===== src/hdl/lightfield_pixel_voxel_hit_assert.svh =====
// Assertion macros shared by the RTL files.
// Each macro takes a label, the clock, the reset, a condition and a consequence.
`ifndef LIGHTFIELD_PIXEL_VOXEL_HIT_ASSERT_SVH
`define LIGHTFIELD_PIXEL_VOXEL_HIT_ASSERT_SVH
`ifndef SYNTHESIS
`define LFVH_ASSERT_IMP(lbl, clk, rst, cond, cons) \
  lbl: assert property (@(posedge clk) disable iff (rst) (cond) |-> (cons)) \
    else $error("lfvh assertion failed");
`define LFVH_ASSERT_NXT(lbl, clk, rst, cond, cons) \
  lbl: assert property (@(posedge clk) disable iff (rst) (cond) |=> (cons)) \
    else $error("lfvh assertion failed");
`else
`define LFVH_ASSERT_IMP(lbl, clk, rst, cond, cons)
`define LFVH_ASSERT_NXT(lbl, clk, rst, cond, cons)
`endif
`endif


===== src/hdl/lfvh_pkg.sv =====
package lfvh_pkg;

  // Pipeline depth, input register to output register.
  localparam int STAGES = 9;

  localparam int PIX_W    = 12;
  localparam int PHASE_W  = 20;
  localparam int PITCH_W  = 16;
  localparam int GAIN_W   = 15;
  localparam int VOXEL_W  = 21;
  localparam int DEPTH_W  = 16;
  localparam int GRAY_W   = 8;
  localparam int LENS_W   = 13;
  localparam int SLOPE_W  = 16;
  localparam int FMAG_W   = 24;
  localparam int SQ_W     = 2 * FMAG_W;
  localparam int P_W      = GAIN_W + FMAG_W;

  localparam int CFG_INDEX_W = 4;
  localparam int CFG_DATA_W  = 21;

  localparam logic [CFG_INDEX_W-1:0] REG_VOXEL_X       = 4'd0;
  localparam logic [CFG_INDEX_W-1:0] REG_VOXEL_Y       = 4'd1;
  localparam logic [CFG_INDEX_W-1:0] REG_VOXEL_Z       = 4'd2;
  localparam logic [CFG_INDEX_W-1:0] REG_VOXEL_COLOR   = 4'd3;
  localparam logic [CFG_INDEX_W-1:0] REG_INVERSE_PITCH = 4'd4;
  localparam logic [CFG_INDEX_W-1:0] REG_PHASE_X       = 4'd5;
  localparam logic [CFG_INDEX_W-1:0] REG_PHASE_Y       = 4'd6;
  localparam logic [CFG_INDEX_W-1:0] REG_ANGLE_GAIN    = 4'd7;

  // Load enable of every pipeline register stage, stage 1 in bit 0.
  typedef struct packed {
    logic [STAGES-1:0] load;
  } pipe_ctrl_t;

endpackage


===== src/hdl/lfvh_ray_trace.sv =====
module lfvh_ray_trace (
  input  logic                                   clk,
  input  lfvh_pkg::pipe_ctrl_t                   ctrl,
  input  logic signed [lfvh_pkg::LENS_W-1:0]     lens,
  input  logic signed [lfvh_pkg::SLOPE_W-1:0]    slope,
  input  logic signed [lfvh_pkg::DEPTH_W-1:0]    depth,
  input  logic signed [lfvh_pkg::VOXEL_W-1:0]    target,
  output logic                                   near
);

  localparam int PROD_W = lfvh_pkg::SLOPE_W + lfvh_pkg::DEPTH_W;
  localparam int DIFF_W = 37;
  // 0.35 in Q.22, rounded down.
  localparam logic signed [DIFF_W-1:0] NEAR_LIM = DIFF_W'((7 * 4194304) / 20);

  logic signed [PROD_W-1:0]          prod8;
  logic signed [lfvh_pkg::LENS_W-1:0] lens8;
  logic signed [DIFF_W-1:0]          lens_ext, prod_ext, tgt_ext, diff;

  assign lens_ext = {{(DIFF_W - lfvh_pkg::LENS_W - 22){lens8[lfvh_pkg::LENS_W-1]}}, lens8, 22'd0};
  assign prod_ext = {{(DIFF_W - PROD_W){prod8[PROD_W-1]}}, prod8};
  assign tgt_ext  = {{(DIFF_W - lfvh_pkg::VOXEL_W - 14){target[lfvh_pkg::VOXEL_W-1]}},
                     target, 14'd0};
  assign diff     = lens_ext + prod_ext - tgt_ext;

  always_ff @(posedge clk) begin
    if (ctrl.load[7]) begin
      prod8 <= slope * depth;
      lens8 <= lens;
    end
    if (ctrl.load[8]) begin
      near <= (diff >= -NEAR_LIM) && (diff <= NEAR_LIM);
    end
  end

endmodule


===== config.mk =====
export PLATFORM = sky130hd
export DESIGN_NAME = lfvh_ray_trace
export DESIGN_NICKNAME = d
export VERILOG_FILES = /design/src/hdl/lightfield_pixel_voxel_hit_assert.svh /design/src/hdl/lfvh_pkg.sv /design/src/hdl/lfvh_ray_trace.sv
export SDC_FILE = /design/constraint.sdc
export NUM_CORES = 1
export LEC_CHECK = 0
export BUFFER_PORTS_ARGS = -buffer_cell sky130_fd_sc_hd__buf_2
export CORE_MARGIN = 8
export CORE_UTILIZATION = 45
export DETAILED_ROUTE_END_ITERATION = 10
export SYNTH_ARGS = -nofsm -noshare
export SYNTH_HDL_FRONTEND = slang
export SYNTH_SLANG_ARGS = --single-unit

===== constraint.sdc =====
create_clock -name clk -period 14.4 [get_ports clk]
set_input_delay 2.88 -clock clk [delete_from_list [all_inputs] [get_ports clk]]
set_output_delay 2.88 -clock clk [all_outputs]
set_load 0.01 [all_outputs]

== Word-level counts from Yosys, hierarchy flattened ==
Index checks and enable logic that the tools add are counted.

* Input bits: 76
* Word-level logic and storage cells: 9
* Output and inout port bits: 1
* Bits in registers: 46

* Order comparisons: 2
* Reduce and logical (&&, ||, !) cells: 1
* Add/sub/neg operators: 2
* Multipliers: 1

{| class="wikitable"
|+ Operator list
! kind !! number
|-
| 37-bit by 22-bit greater-or-equal comparator with 1-bit output, second input constant || 1
|-
| 37-bit by 22-bit less-or-equal comparator with 1-bit output, second input constant || 1
|-
| 36-bit by 35-bit subtractor with 37-bit output || 1
|-
| 35-bit by 32-bit adder with 36-bit output || 1
|-
| 16-bit by 16-bit multiplier with 32-bit output || 1
|-
| 1-bit logical AND || 1
|}

== Longest topological paths before layout ==
* Depth after elaboration: 4
* Mapped depth: 26
* Depth with buffers taken out: 25

== Least setup slack after synthesis ==
Ideal clock, no wire load.

* Kind: input to register
* From: input port depth[5] (netlist bit)
* To: register prod8[31] (data pin)
* Arrival: 8.919 ns
* Data required time: 14.140 ns
* Path slack: 5.221 ns
* Stages on the path: 24
* Library setup time: 0.260 ns
* Path buffers: 1
* Path through: clkbuf_1 and2_1 fa_1 inv_1 fa_1 fa_1 inv_1 ha_1 fa_1 inv_1 fa_1 inv_1 ha_1 a2111o_1 a311oi_1 a211oi_1 o21ai_0 a211oi_1 o21a_1 a41o_1 or4_1 a41o_1 a21oi_1 xnor2_1

* Longest elaborated chain between the ends: 1

{| class="wikitable"
|+ RTL lines
! element !! RTL line !! text
|-
| from (decl) || lfvh_ray_trace.sv:6 || <nowiki>input logic signed [lfvh_pkg::DEPTH_W-1:0] depth,</nowiki>
|-
| 16-bit by 16-bit multiplier with 32-bit output || lfvh_ray_trace.sv:28 || <nowiki>prod8 <= slope * depth;</nowiki>
|-
| to (signal assigned) || lfvh_ray_trace.sv:28 ||
|-
| to (decl) || lfvh_ray_trace.sv:16 || <nowiki>logic signed [PROD_W-1:0] prod8;</nowiki>
|}

Every way passes these cells.
A chain may end at the register's enable or synchronous reset.

== Final worst setup path ==
* From: input port slope[4] (netlist bit)
* To: register prod8[31] (data pin)

* Longest elaborated chain between the ends: 1

{| class="wikitable"
|+ RTL lines
! element !! RTL line !! text
|-
| from (decl) || lfvh_ray_trace.sv:5 || <nowiki>input logic signed [lfvh_pkg::SLOPE_W-1:0] slope,</nowiki>
|-
| 16-bit by 16-bit multiplier with 32-bit output || lfvh_ray_trace.sv:28 ||
|}

Every way passes these cells.

==> flow_metrics.tcl <==
set metrics [dict create \
    status "complete, no violations" \
    dr_total_vias 10400 \
    clock_path_buffers 2 \
    postSynthAreaPerCell_um2 8.96 \
    dr.pass1.iters 5 \
    cts_made_buffers 5 \
    viasPerCell 5.06 \
    r2r_slack_ns 9.83 \
    holdCritStartpoint "lens8[12]" \
    crit_top_cell "fa_1" \
    io_buffers 69 \
    critical_path.max_fanout 16 \
    fmax_ghz 0.105 \
    first_global_vias 11300 \
    synth_seq_cells 46 \
    syn_to_final_growth_pct 5.68 \
    place_hpwl_um 26600 \
    post-route-period-util 0.663 \
    die_area_um2 38100 \
    place_congestion 0.878 \
    crit_required_ns 14.44 \
    rows 65 \
    rsz0062_at_grt "false" \
    crit_path_max_incr_delay_ns 0.54 \
    antenna_cells 0 \
    critical_path.cell_chain "buf_2, and2_1, fa_1, inv_1, fa_1, fa_1, inv_1, ha_1, fa_1, inv_1, fa_1, inv_1, ha_1, a2111o_1, a311oi_1, a211oi_1, o21ai_0, a211oi_1, o21a_1, a41o_1, or4_1, a41o_1, a21oi_1, xnor2_1" \
    drc 0 \
    synthDistinctLibCells 74 \
    clk_pin_slew_worst_paths_ns 0.07 \
    clock-skew-final_ns 0.0104 \
    r2r_end "near" \
    die_h_um 195 \
    initial_utilization 0.458 \
    ys_seq_area_frac 0.0957 \
    routed_wl_um 31000 \
    crit_path_top_delay_cell "fa_1" \
    ant_nets 0 \
    crit_family "adder cells" \
    htreeDepth 2 \
    core_region_area_um2 31600 \
    wire_per_inst_um 15.1 \
    reg2reg_from "prod8[22]" \
    gr-total-overflow 0 \
    synth_warnings 0 \
    r2r.worst_path.cells 15 \
    start_kind "input pin" \
    synth_top_area_frac 0.381 \
    cts-hold-fix-buffers 0 \
    slew-limit-headroom 0.302 \
    cts_repair_resize_count 0 \
    synth_cells 1612 \
    tightest_slew_ns 1.05 \
    crit_type "in -> reg" \
    syn_area_um2 14400 \
    synth_edf_count 46 \
    finalSetupTns_ns 0 \
    synth_flop_cell "edfxtp_1" \
    maxSlewViolCount 0 \
    path_buf_inv 5 \
    cts_root_buffer "clkbuf_16" \
    arrival_ns 9.58 \
    ys_async_sr_fraction 0 \
    hold_path_class "reg -> reg" \
    grt_usage 0.173 \
    drt_iter0_markers 505 \
    hold_viol 0 \
    cts_tree "done" \
    finalCriticalPeriod_ns 9.55 \
    drive_gt1_frac 0.0578 \
    yosys.area.top_type "fa_1" \
    hold_end "near" \
    antenna_found_initial 0 \
    grt_pass1_wl_um 55200 \
    clock_sinks 46 \
    max-cap-violations 0 \
    cp-end-kind "flip-flop" \
    grt_max_degree 46 \
    die_w_um 195 \
    whs_path_depth 8 \
    finalNetCount 2121 \
    finalSetupViolations 0 \
    synth_nets 2090 \
    io_pins 77 \
    clkLatencyLatePin_ns 0.30 \
    cts_setup_buffers 0 \
    yosys-top-cells-area "fa_1, ha_1, inv_1" \
]
[routing by layer]
layer  track usage  vias up  part of all wire
met2         0.291      186              0.46
li1              -     5060                 -
met1         0.242     5088              0.49
met3        0.0182       22             0.039
met4        0.0326        0             0.011
met5             0        -                 0
[synthesized netlist by cell type, types with 13 or more instances]
library cell / instances
and2_1: 130
nor2_1: 57
a211oi_1: 16
xor2_1: 13
nand2_1: 155
a21o_1: 16
fa_1: 275
edfxtp_1: 46
a21oi_1: 57
nor3_1: 18
ha_1: 127
o21ai_0: 24
nand3_1: 15
clkbuf_1: 38
inv_1: 415
xnor2_1: 42
[worst reg2reg max path, delay by kind of cell, from the launching register on]
family | cells | cell delay [ns]
buf+inv | 2 | 0.11
simple gates | 4 | 1.65
flops | 1 | 0.32
fa+ha+maj | 2 | 0.89
compound gates | 7 | 1.46
[worst max path at each step]
stage / startpoint / to / slack (ns) / cells after the start
3_3_place_gp: slope[4] / prod8[31] / 4.52 / 24
4_1_cts: slope[4] / prod8[31] / 4.83 / 24
2_1_floorplan: depth[5] / prod8[31] / 5.22 / 24
6_report: slope[4] / prod8[31] / 4.85 / 24
5_1_grt: slope[4] / prod8[31] / 4.48 / 24
3_5_place_dp: slope[4] / prod8[31] / 4.54 / 24
[stage by stage]
step	area [µm²]	cells	util	hold slack, ns	setup slack [ns]
after floorplan	14400	1612	-	1.15	5.22
after global routing	15300	2046	0.484	1.35	4.48
after global placement	15100	2038	0.478	1.23	4.52
final	15300	2046	0.484	1.21	4.85
after detailed placement	15100	2038	0.478	1.21	4.54
after CTS	15300	2046	0.484	1.23	4.83
[logic make-up after synthesis]
| logic type | after synthesis | synth area share |
|---|---|---|
| buffers and inverters | 460 | 0.122 |
| and+or+nand+nor | 441 | 0.154 |
| AOI/OAI and AO/OA | 203 | 0.0998 |
| DFF | 46 | 0.0957 |
| xor gates and xnor gates | 55 | 0.0334 |
| muxes | 5 | 0.00347 |
| adders and majority gates | 402 | 0.491 |
[sequential cells by signal, summed over array words and instances (netlist names)]
signal	cells
prod8	32
lens8	13
near	1
[final cells by class]
type | instances | area (µm²)
inverters | 415 | 1560
fillers | 3096 | 16300
clock buffers | 5 | 125
flip-flops and latches | 46 | 1380
repair buffers | 69 | 345
well taps | 402 | 503
clock inverters | 3 | 47.5
multi-input cells | 1106 | 11300
[layout by cell type, fill, tap and decap left out, types with 7 or more instances in the layout]
cell	instances
o21bai_1	10
inv_1	415
o21ai_0	24
or3_1	7
a211oi_1	16
buf_2	69
edfxtp_1	46
nand3_1	15
xor2_1	13
nand4_1	9
and2_1	130
xnor2_1	42
nor3_1	18
nor2_1	57
ha_1	127
a21o_1	16
nor2b_1	8
a31oi_1	8
and3_1	9
o21a_1	9
nand2_1	155
fa_1	275
a21oi_1	57
Power is not shown: default switching activity piles up to over one toggle a cycle in this logic, so the estimate is an artifact.
