**src/hdl/lightfield_pixel_voxel_hit_assert.svh**
```systemverilog
// Assertion macros shared by the RTL files.
// Each macro takes a label, the clock, the reset, a condition and a consequence.
`ifndef LIGHTFIELD_PIXEL_VOXEL_HIT_ASSERT_SVH
`define LIGHTFIELD_PIXEL_VOXEL_HIT_ASSERT_SVH
`ifndef SYNTHESIS
`define LFVH_ASSERT_IMP(lbl, clk, rst, cond, cons) \
  lbl: assert property (@(posedge clk) disable iff (rst) (cond) |-> (cons)) \
    else $error("lfvh assertion failed");
`define LFVH_ASSERT_NXT(lbl, clk, rst, cond, cons) \
  lbl: assert property (@(posedge clk) disable iff (rst) (cond) |=> (cons)) \
    else $error("lfvh assertion failed");
`else
`define LFVH_ASSERT_IMP(lbl, clk, rst, cond, cons)
`define LFVH_ASSERT_NXT(lbl, clk, rst, cond, cons)
`endif
`endif

```
**src/hdl/lfvh_pkg.sv**
```systemverilog
package lfvh_pkg;

  // Pipeline depth, input register to output register.
  localparam int STAGES = 9;

  localparam int PIX_W    = 12;
  localparam int PHASE_W  = 20;
  localparam int PITCH_W  = 16;
  localparam int GAIN_W   = 15;
  localparam int VOXEL_W  = 21;
  localparam int DEPTH_W  = 16;
  localparam int GRAY_W   = 8;
  localparam int LENS_W   = 13;
  localparam int SLOPE_W  = 16;
  localparam int FMAG_W   = 24;
  localparam int SQ_W     = 2 * FMAG_W;
  localparam int P_W      = GAIN_W + FMAG_W;

  localparam int CFG_INDEX_W = 4;
  localparam int CFG_DATA_W  = 21;

  localparam logic [CFG_INDEX_W-1:0] REG_VOXEL_X       = 4'd0;
  localparam logic [CFG_INDEX_W-1:0] REG_VOXEL_Y       = 4'd1;
  localparam logic [CFG_INDEX_W-1:0] REG_VOXEL_Z       = 4'd2;
  localparam logic [CFG_INDEX_W-1:0] REG_VOXEL_COLOR   = 4'd3;
  localparam logic [CFG_INDEX_W-1:0] REG_INVERSE_PITCH = 4'd4;
  localparam logic [CFG_INDEX_W-1:0] REG_PHASE_X       = 4'd5;
  localparam logic [CFG_INDEX_W-1:0] REG_PHASE_Y       = 4'd6;
  localparam logic [CFG_INDEX_W-1:0] REG_ANGLE_GAIN    = 4'd7;

  // Load enable of every pipeline register stage, stage 1 in bit 0.
  typedef struct packed {
    logic [STAGES-1:0] load;
  } pipe_ctrl_t;

endpackage

```
**src/hdl/lfvh_axis_map.sv**
```systemverilog
module lfvh_axis_map #(
  parameter int ENTRIES = 256,
  localparam int IDX_W = $clog2(ENTRIES)
) (
  input  logic                                  clk,
  input  lfvh_pkg::pipe_ctrl_t                  ctrl,
  input  logic [lfvh_pkg::PIX_W-1:0]            pix,
  input  logic [lfvh_pkg::PHASE_W-1:0]          phase,
  input  logic [lfvh_pkg::PITCH_W-1:0]          inv_pitch,
  input  logic [lfvh_pkg::GAIN_W-1:0]           gain,
  output logic signed [lfvh_pkg::LENS_W-1:0]    lens,
  output logic                                  neg,
  output logic [lfvh_pkg::SQ_W-1:0]             sq,
  output logic [IDX_W-1:0]                      idx
);

  localparam int D_W   = lfvh_pkg::PIX_W + 9;
  localparam int N_W   = D_W + lfvh_pkg::PITCH_W + 1;
  localparam int F_W   = lfvh_pkg::FMAG_W + 1;
  localparam int Q_W   = lfvh_pkg::P_W + IDX_W;
  localparam int PRE_W = Q_W - 37;

  localparam logic signed [N_W-1:0] OFF_POS = N_W'(1) <<< 23;
  localparam logic signed [N_W-1:0] OFF_NEG = (N_W'(1) <<< 23) - N_W'(1);
  localparam logic [Q_W-1:0]        QMUL    = Q_W'(ENTRIES - 1);
  localparam logic [Q_W-1:0]        ROUND   = Q_W'(1) << 36;
  localparam logic [PRE_W-1:0]      IDX_MAX = PRE_W'(ENTRIES - 1);

  logic signed [D_W-1:0]             d1;
  logic signed [N_W-1:0]             n2;
  logic signed [lfvh_pkg::LENS_W-1:0] lens3, lens4;
  logic                              neg3, neg4;
  logic [lfvh_pkg::FMAG_W-1:0]       fmag3;
  logic [lfvh_pkg::P_W-1:0]          p4;

  logic signed [N_W-1:0]             off;
  logic signed [N_W-1:0]             t;
  logic signed [F_W-1:0]             frac;
  logic [lfvh_pkg::FMAG_W-1:0]       fmag;
  logic signed [lfvh_pkg::PITCH_W:0] pitch_s;
  logic [Q_W-1:0]                    q;
  logic [PRE_W-1:0]                  pre;

  assign pitch_s = $signed({1'b0, inv_pitch});

  // Round half away from zero: negative values get one less of offset so that
  // the floor of the shift lands on the far integer at a tie.
  assign off  = n2[N_W-1] ? OFF_NEG : OFF_POS;
  assign t    = n2 + off;
  assign frac = $signed({1'b0, t[23:0]}) - $signed(off[F_W-1:0]);
  assign fmag = frac[F_W-1] ? lfvh_pkg::FMAG_W'(-frac) : frac[lfvh_pkg::FMAG_W-1:0];

  assign q   = {{(Q_W - lfvh_pkg::P_W){1'b0}}, p4} * QMUL + ROUND;
  assign pre = q[Q_W-1:37];

  always_ff @(posedge clk) begin
    if (ctrl.load[0]) begin
      d1 <= $signed({1'b0, pix, 8'd0}) - $signed({1'b0, phase});
    end
    if (ctrl.load[1]) begin
      n2 <= d1 * pitch_s;
    end
    if (ctrl.load[2]) begin
      lens3 <= t[36:24];
      neg3  <= frac[F_W-1];
      fmag3 <= fmag;
    end
    if (ctrl.load[3]) begin
      sq    <= fmag3 * fmag3;
      p4    <= gain * fmag3;
      lens4 <= lens3;
      neg4  <= neg3;
    end
    if (ctrl.load[4]) begin
      idx  <= (pre > IDX_MAX) ? IDX_MAX[IDX_W-1:0] : pre[IDX_W-1:0];
      lens <= lens4;
      neg  <= neg4;
    end
  end

endmodule

```
**config.mk**
```make
export PLATFORM = sky130hd
export DESIGN_NAME = lfvh_axis_map
export DESIGN_NICKNAME = d
export VERILOG_FILES = /design/src/hdl/lightfield_pixel_voxel_hit_assert.svh /design/src/hdl/lfvh_pkg.sv /design/src/hdl/lfvh_axis_map.sv
export SDC_FILE = /design/constraint.sdc
export NUM_CORES = 2
export LEC_CHECK = 0
export ABC_AREA = 1
export BUFFER_PORTS_ARGS = -buffer_cell sky130_fd_sc_hd__clkbuf_2
export CAP_MARGIN = 10
export CORE_ASPECT_RATIO = 0.5
export CORE_UTILIZATION = 50
export CTS_BUF_LIST = sky130_fd_sc_hd__clkbuf_4 sky130_fd_sc_hd__clkbuf_8
export CTS_CLUSTER_DIAMETER = 100
export DETAILED_ROUTE_END_ITERATION = 12
export PLACE_DENSITY = 0.66
export SLEW_MARGIN = 20
export SYNTH_ARGS = -nofsm -noshare
export SYNTH_HDL_FRONTEND = slang
export SYNTH_SLANG_ARGS = --single-unit
```
**constraint.sdc**
```tcl
create_clock -name clk -period 16.7 [get_ports clk]
set_input_delay 1.67 -clock clk [delete_from_list [all_inputs] [get_ports clk]]
set_output_delay 1.67 -clock clk [all_outputs]
set_load 0.02 [all_outputs]
```
Word level (Yosys, flattened, before mapping)
Cells that the tools add are included.
Storage, ports and cells
  register bits: 220
  latch bits: 0
  bits in writable memories: 0
  bits in read-only memories: 0
  input bits: 73
  word-level logic and storage cells: 24
  memories kept: 0
Cells by class
  $add $sub $neg: 5
  multipliers: 4
  divide/modulo/power cells: 0
  order comparisons: 1
  eq/ne operators: 0
  shift-type cells: 0
  muxes and demuxes: 2
  bitwise gates (word level): 0
  reductions and logical operators: 0
Operator list (count)
  multiplier 24 x 24 -> 48 bit: 1
  2-to-1 mux 24 bit: 2
  adder 47 x 37 -> 47 bit, second input constant: 1
  multiplier 39 x 8 -> 47 bit, second input constant: 1
  multiplier 15 x 24 -> 39 bit: 1
  multiplier 21 x 17 -> 38 bit: 1
  adder 37 x 25 -> 37 bit: 1
  subtractor 24 x 24 -> 25 bit: 1
  negator 24 bit: 1
  subtractor 20 x 20 -> 21 bit: 1
  greater-than comparator 10 x 8 -> 1 bit, second input constant: 1

Logic depth before layout (Yosys ltp)
  depth after elaboration: 5
  depth in mapped cells: 31

Least setup slack after synthesis
No wires, ideal clock.
  kind: input port to flip-flop
  from: input inv_pitch[2] in the netlist's numbering
  to: register n2[32] (data pin)
  setup time: 256 ps
  data arrival time: 6915 ps
  required time: 16444 ps
  slack: 9528 ps
  stages: 25
  path buffers: 1
  cells stage by stage: clkbuf_1 > nand2_1 > fa_1 > inv_1 > fa_1 > inv_1 > fa_1 > inv_1 > fa_1 > inv_1 > fa_1 > inv_1 > fa_1 > ha_1 > a21oi_1 > inv_1 > a31oi_1 > a21boi_0 > o21ai_1 > a21boi_0 > o21ai_1 > nand2_1 > inv_1 > o21bai_1 > nand2_1
Between the ends
  cells in the longest elaborated chain, start to end: 1
RTL lines
  from (decl): RTL line lfvh_axis_map.sv:9  | input logic [lfvh_pkg::PITCH_W-1:0] inv_pitch,
  multiplier 21 x 17 -> 38 bit: RTL line lfvh_axis_map.sv:61  | n2 <= d1 * pitch_s;
  to (signal assigned): RTL line lfvh_axis_map.sv:61
  to (decl): RTL line lfvh_axis_map.sv:30  | logic signed [N_W-1:0] n2;
Every way passes these cells.
A chain may end at the register's enable or synchronous reset.

Worst setup path in the final report
  from: register fmag3[16] in the netlist's numbering
  to: register sq[38] in the netlist's numbering (data pin)
Between the ends
  cells in the longest elaborated chain, start to end: 1
RTL lines
  from (decl): RTL line lfvh_axis_map.sv:33  | logic [lfvh_pkg::FMAG_W-1:0] fmag3;
  from (signal assigned): RTL line lfvh_axis_map.sv:66  | fmag3 <= fmag;
  multiplier 24 x 24 -> 48 bit: RTL line lfvh_axis_map.sv:69  | sq <= fmag3 * fmag3;
  to (signal assigned): RTL line lfvh_axis_map.sv:69
  to (decl): RTL line lfvh_axis_map.sv:13  | output logic [lfvh_pkg::SQ_W-1:0] sq,
Every way passes these cells.

==> results.tsv <==
stage	metric	value	unit
setup_path	Worst Reg-to-Reg Cells	27	
synthesis	YS warnings	0	
clocking	H-tree levels	2	
synthesis	Compound-Gate Fraction of Synth Area	5.09	%
drt	Post-DRT Antenna Nets	0	
worst_hold_path	worst hold start	lens3[10]	
floorplan	row cnt	88	
timing	final worst slack	8.54	ns
run_status	status	finished clean	
clocking	cts repair resizes	0	
grt	GRT overflow	0	
grt	antenna violations before repair	1	
setup_path	Worst R2R Setup Slack	8.54	ns
setup_path	Worst EP arrival	8.56	ns
placed_design	placed cells	8433	
clocking	Clock transition at path regs	0.06	ns
drt	Vias	41856	
synthesis	largest cells by area after synthesis	fa_1, inv_1, ha_1	
synthesis	post-synthesis mux area share	0	%
drt	number of DRC markers in iteration 0	2120	
placed_design	Post-DP HPWL	107	mm
setup_path	CP Launch Type	flip-flop	
synthesis	Main synth FF type	edfxtp_1	
timing	final hold violation count	0	
floorplan	I/O pin cnt	143	
synthesis	Cell Area, Synth	58900	um2
synthesis	simple-gate area share of the yosys netlist	12.6	%
cells_and_area	Finished Layout Cells	8499	
floorplan	Die Height	245	um
timing	Max-slew headroom	29.2	%
setup_path	CP Class	flip-flop to flip-flop	
drt	Routed WL	131	mm
synthesis	Yosys reg bits	219	
synthesis	sequential area share after synthesis	11.2	%
timing	minimum clock period	8.16	ns
timing	Pins Over Slew Limit	0	
timing	Setup-failing EPs final	0	
cells_and_area	commonest non-fill, non-tap cell in the layout	inv_1	
timing	period utilization	48.9	%
cells_and_area	area grow syn2layout	4.86	%
synthesis	asr flop ratio synth	0	%
clocking	Num CTS Buffers	38	
clocking	clock buffer depth	3	
cells_and_area	layout cells sized above 1	3.67	%
setup_path	crit end category	flip-flop	
worst_hold_path	hold crit path type	flip-flop to flip-flop	
clocking	# clock sinks	219	
synthesis	largest area contributor in the netlist	fa_1	
synthesis	post-synthesis area per instance	8.53	um2
drt	drt via density	4.92	
clocking	# hold bufs at CTS	0	
setup_path	Crit path required time	17.10	ns
synthesis	Synth Area in XOR/XNOR	3.32	%
setup_path	worst reg2reg path startpoint	fmag3[16]	
cells_and_area	final core area utilization	53.2	%
timing	RSZ-0062 raised after global routing	false	
grt	pin count of the biggest net entering global routing	65	
setup_path	last element of the critical path	sq[38]	
cells_and_area	NumNets Final	8730	
timing	Tightest Pin Transition	1.06	ns
cells_and_area	commonest cells after routing, fill and taps aside	inv_1, nand2_1, fa_1	
floorplan	die area	119000	um2
floorplan	Die X	487	um
grt	global-route wire length before repair	222	mm
drt	drt pass-1 iters	6	
clocking	Post-CTS Setup Repair Bufs	0	
grt	Total GRT Usage	23.1	%
synthesis	Unique masters post-synth	49	
synthesis	post-synth top area share	41.7	%
job	Max Cap Viol	0	
grt	number of global-route vias before repair	44569	
clocking	Clock Tree Root	clkbuf_8	
drt	Residual DRC	0	
synthesis	Synth Net Count	8734	
setup_path	Max FO, Critical Path	30	
placed_design	Post-Place Setup Slack	8.64	ns
setup_path	reg-to-reg endpoint	sq[38]	
timing	Layout Skew	0.0386	ns
synthesis	Synth Area in Adders	53.0	%
synthesis	number of synthesized flops with an enable pin	219	
floorplan	core area	116000	um2
floorplan	Initial Util	50.8	%
timing	fmax	123	MHz
timing	setup TNS	0	ns
placed_design	Routability Congestion	0.923	
placed_design	PortBufs	137	
setup_path	worst setup path startpoint	fmag3[16]	
synthesis	Gate Count Post-Synth	6902	
clocking	worst-skew pair later-pin latency	0.66	ns
synthesis	largest family of logic cells by synthesized area	adder cells	
drt	drt wl/cell	15.4	um
clocking	CTS tree	built	
-- layout make-up --
class | instances | area, um2
fill | 10893 | 54200
multi-input combinational | 4368 | 43600
inverter | 2107 | 7910
sequential | 219 | 6580
tap | 1575 | 1970
timing repair buffer | 164 | 891
clock buffer | 45 | 576
clock inverter | 19 | 211
antenna | 2 | 5.00
-- layer usage --
| metal | up-vias | GRT usage, % | wire length, um |
|---|---|---|---|
| li1 | 20134 | - | - |
| met1 | 20668 | 30.7 | 58000 |
| met2 | 885 | 40.0 | 63400 |
| met3 | 169 | 3.21 | 6290 |
| met4 | 0 | 5.15 | 2870 |
| met5 | - | 0 | 0 |
-- Yosys cell counts (4+ instances only) --
master,count
xor2_1,141
o211ai_1,15
a21o_1,20
fa_1,1227
nand3b_1,5
o31ai_1,7
ha_1,532
o21bai_1,17
o21ai_0,122
nor2_2,5
edfxtp_1,219
xnor2_1,80
o21ai_1,13
nand2_1,1416
nand4_1,29
nor2_1,226
buf_1,26
clkbuf_1,178
and3_1,5
a211oi_1,4
nor3_1,37
nand3_1,99
a21oi_1,244
nor4_1,13
a21boi_0,12
inv_2,4
a221oi_1,6
o21a_1,19
inv_1,2102
a31oi_1,32
o2111ai_1,5
o221ai_1,5
nand2_2,11
-- metrics by stage --
step,hold WS [ns],area (um2)
2_1_floorplan,0.400,58900
3_3_place_gp,0.401,60900
3_5_place_dp,0.405,60900
4_1_cts,0.420,61700
5_1_grt,0.423,61700
6_report,0.419,61700
-- flip-flops by register name, summed over array words and instances, names as in the netlist --
name,cells
sq,47
p4,39
n2,38
fmag3,24
d1,21
lens3,13
lens4,13
lens,13
idx,8
neg,1
neg3,1
neg4,1
-- critical path: stages (launching register included) --
cell and delay [ns]:
edfxtp_1 0.77, buf_4 0.56, nand2_1 0.18, fa_1 0.53
inv_1 0.05, fa_1 0.53, inv_1 0.06, fa_1 0.54
inv_1 0.07, fa_1 0.51, inv_1 0.06, fa_1 0.53
inv_1 0.05, fa_1 0.48, inv_1 0.05, fa_1 0.48
inv_1 0.04, ha_1 0.35, nand2_1 0.14, nor2_1 0.12
inv_1 0.08, nor4_1 0.69, a21oi_1 0.22, o21ai_0 0.31
nand2_1 0.10, nand2_1 0.10, a21oi_1 0.10, xnor2_1 0.16
-- worst min-delay path by stage --
stage	slack, ns	cells after the start	end
5_1_grt	0.42	0	lens4[3]
3_3_place_gp	0.40	0	lens4[4]
2_1_floorplan	0.40	0	lens4[0]
6_report	0.42	0	lens4[10]
4_1_cts	0.42	0	lens[3]
3_5_place_dp	0.40	0	lens4[10]
-- kinds of logic after synthesis --
family	after synthesis
xor+xnor	222
buf+inv	2315
flops	219
simple gates	1860
compound gates	526
other cells	1
fa+ha+maj	1759
Power is not shown: default switching activity piles up to over one toggle a cycle in this logic, so the estimate is an artifact.
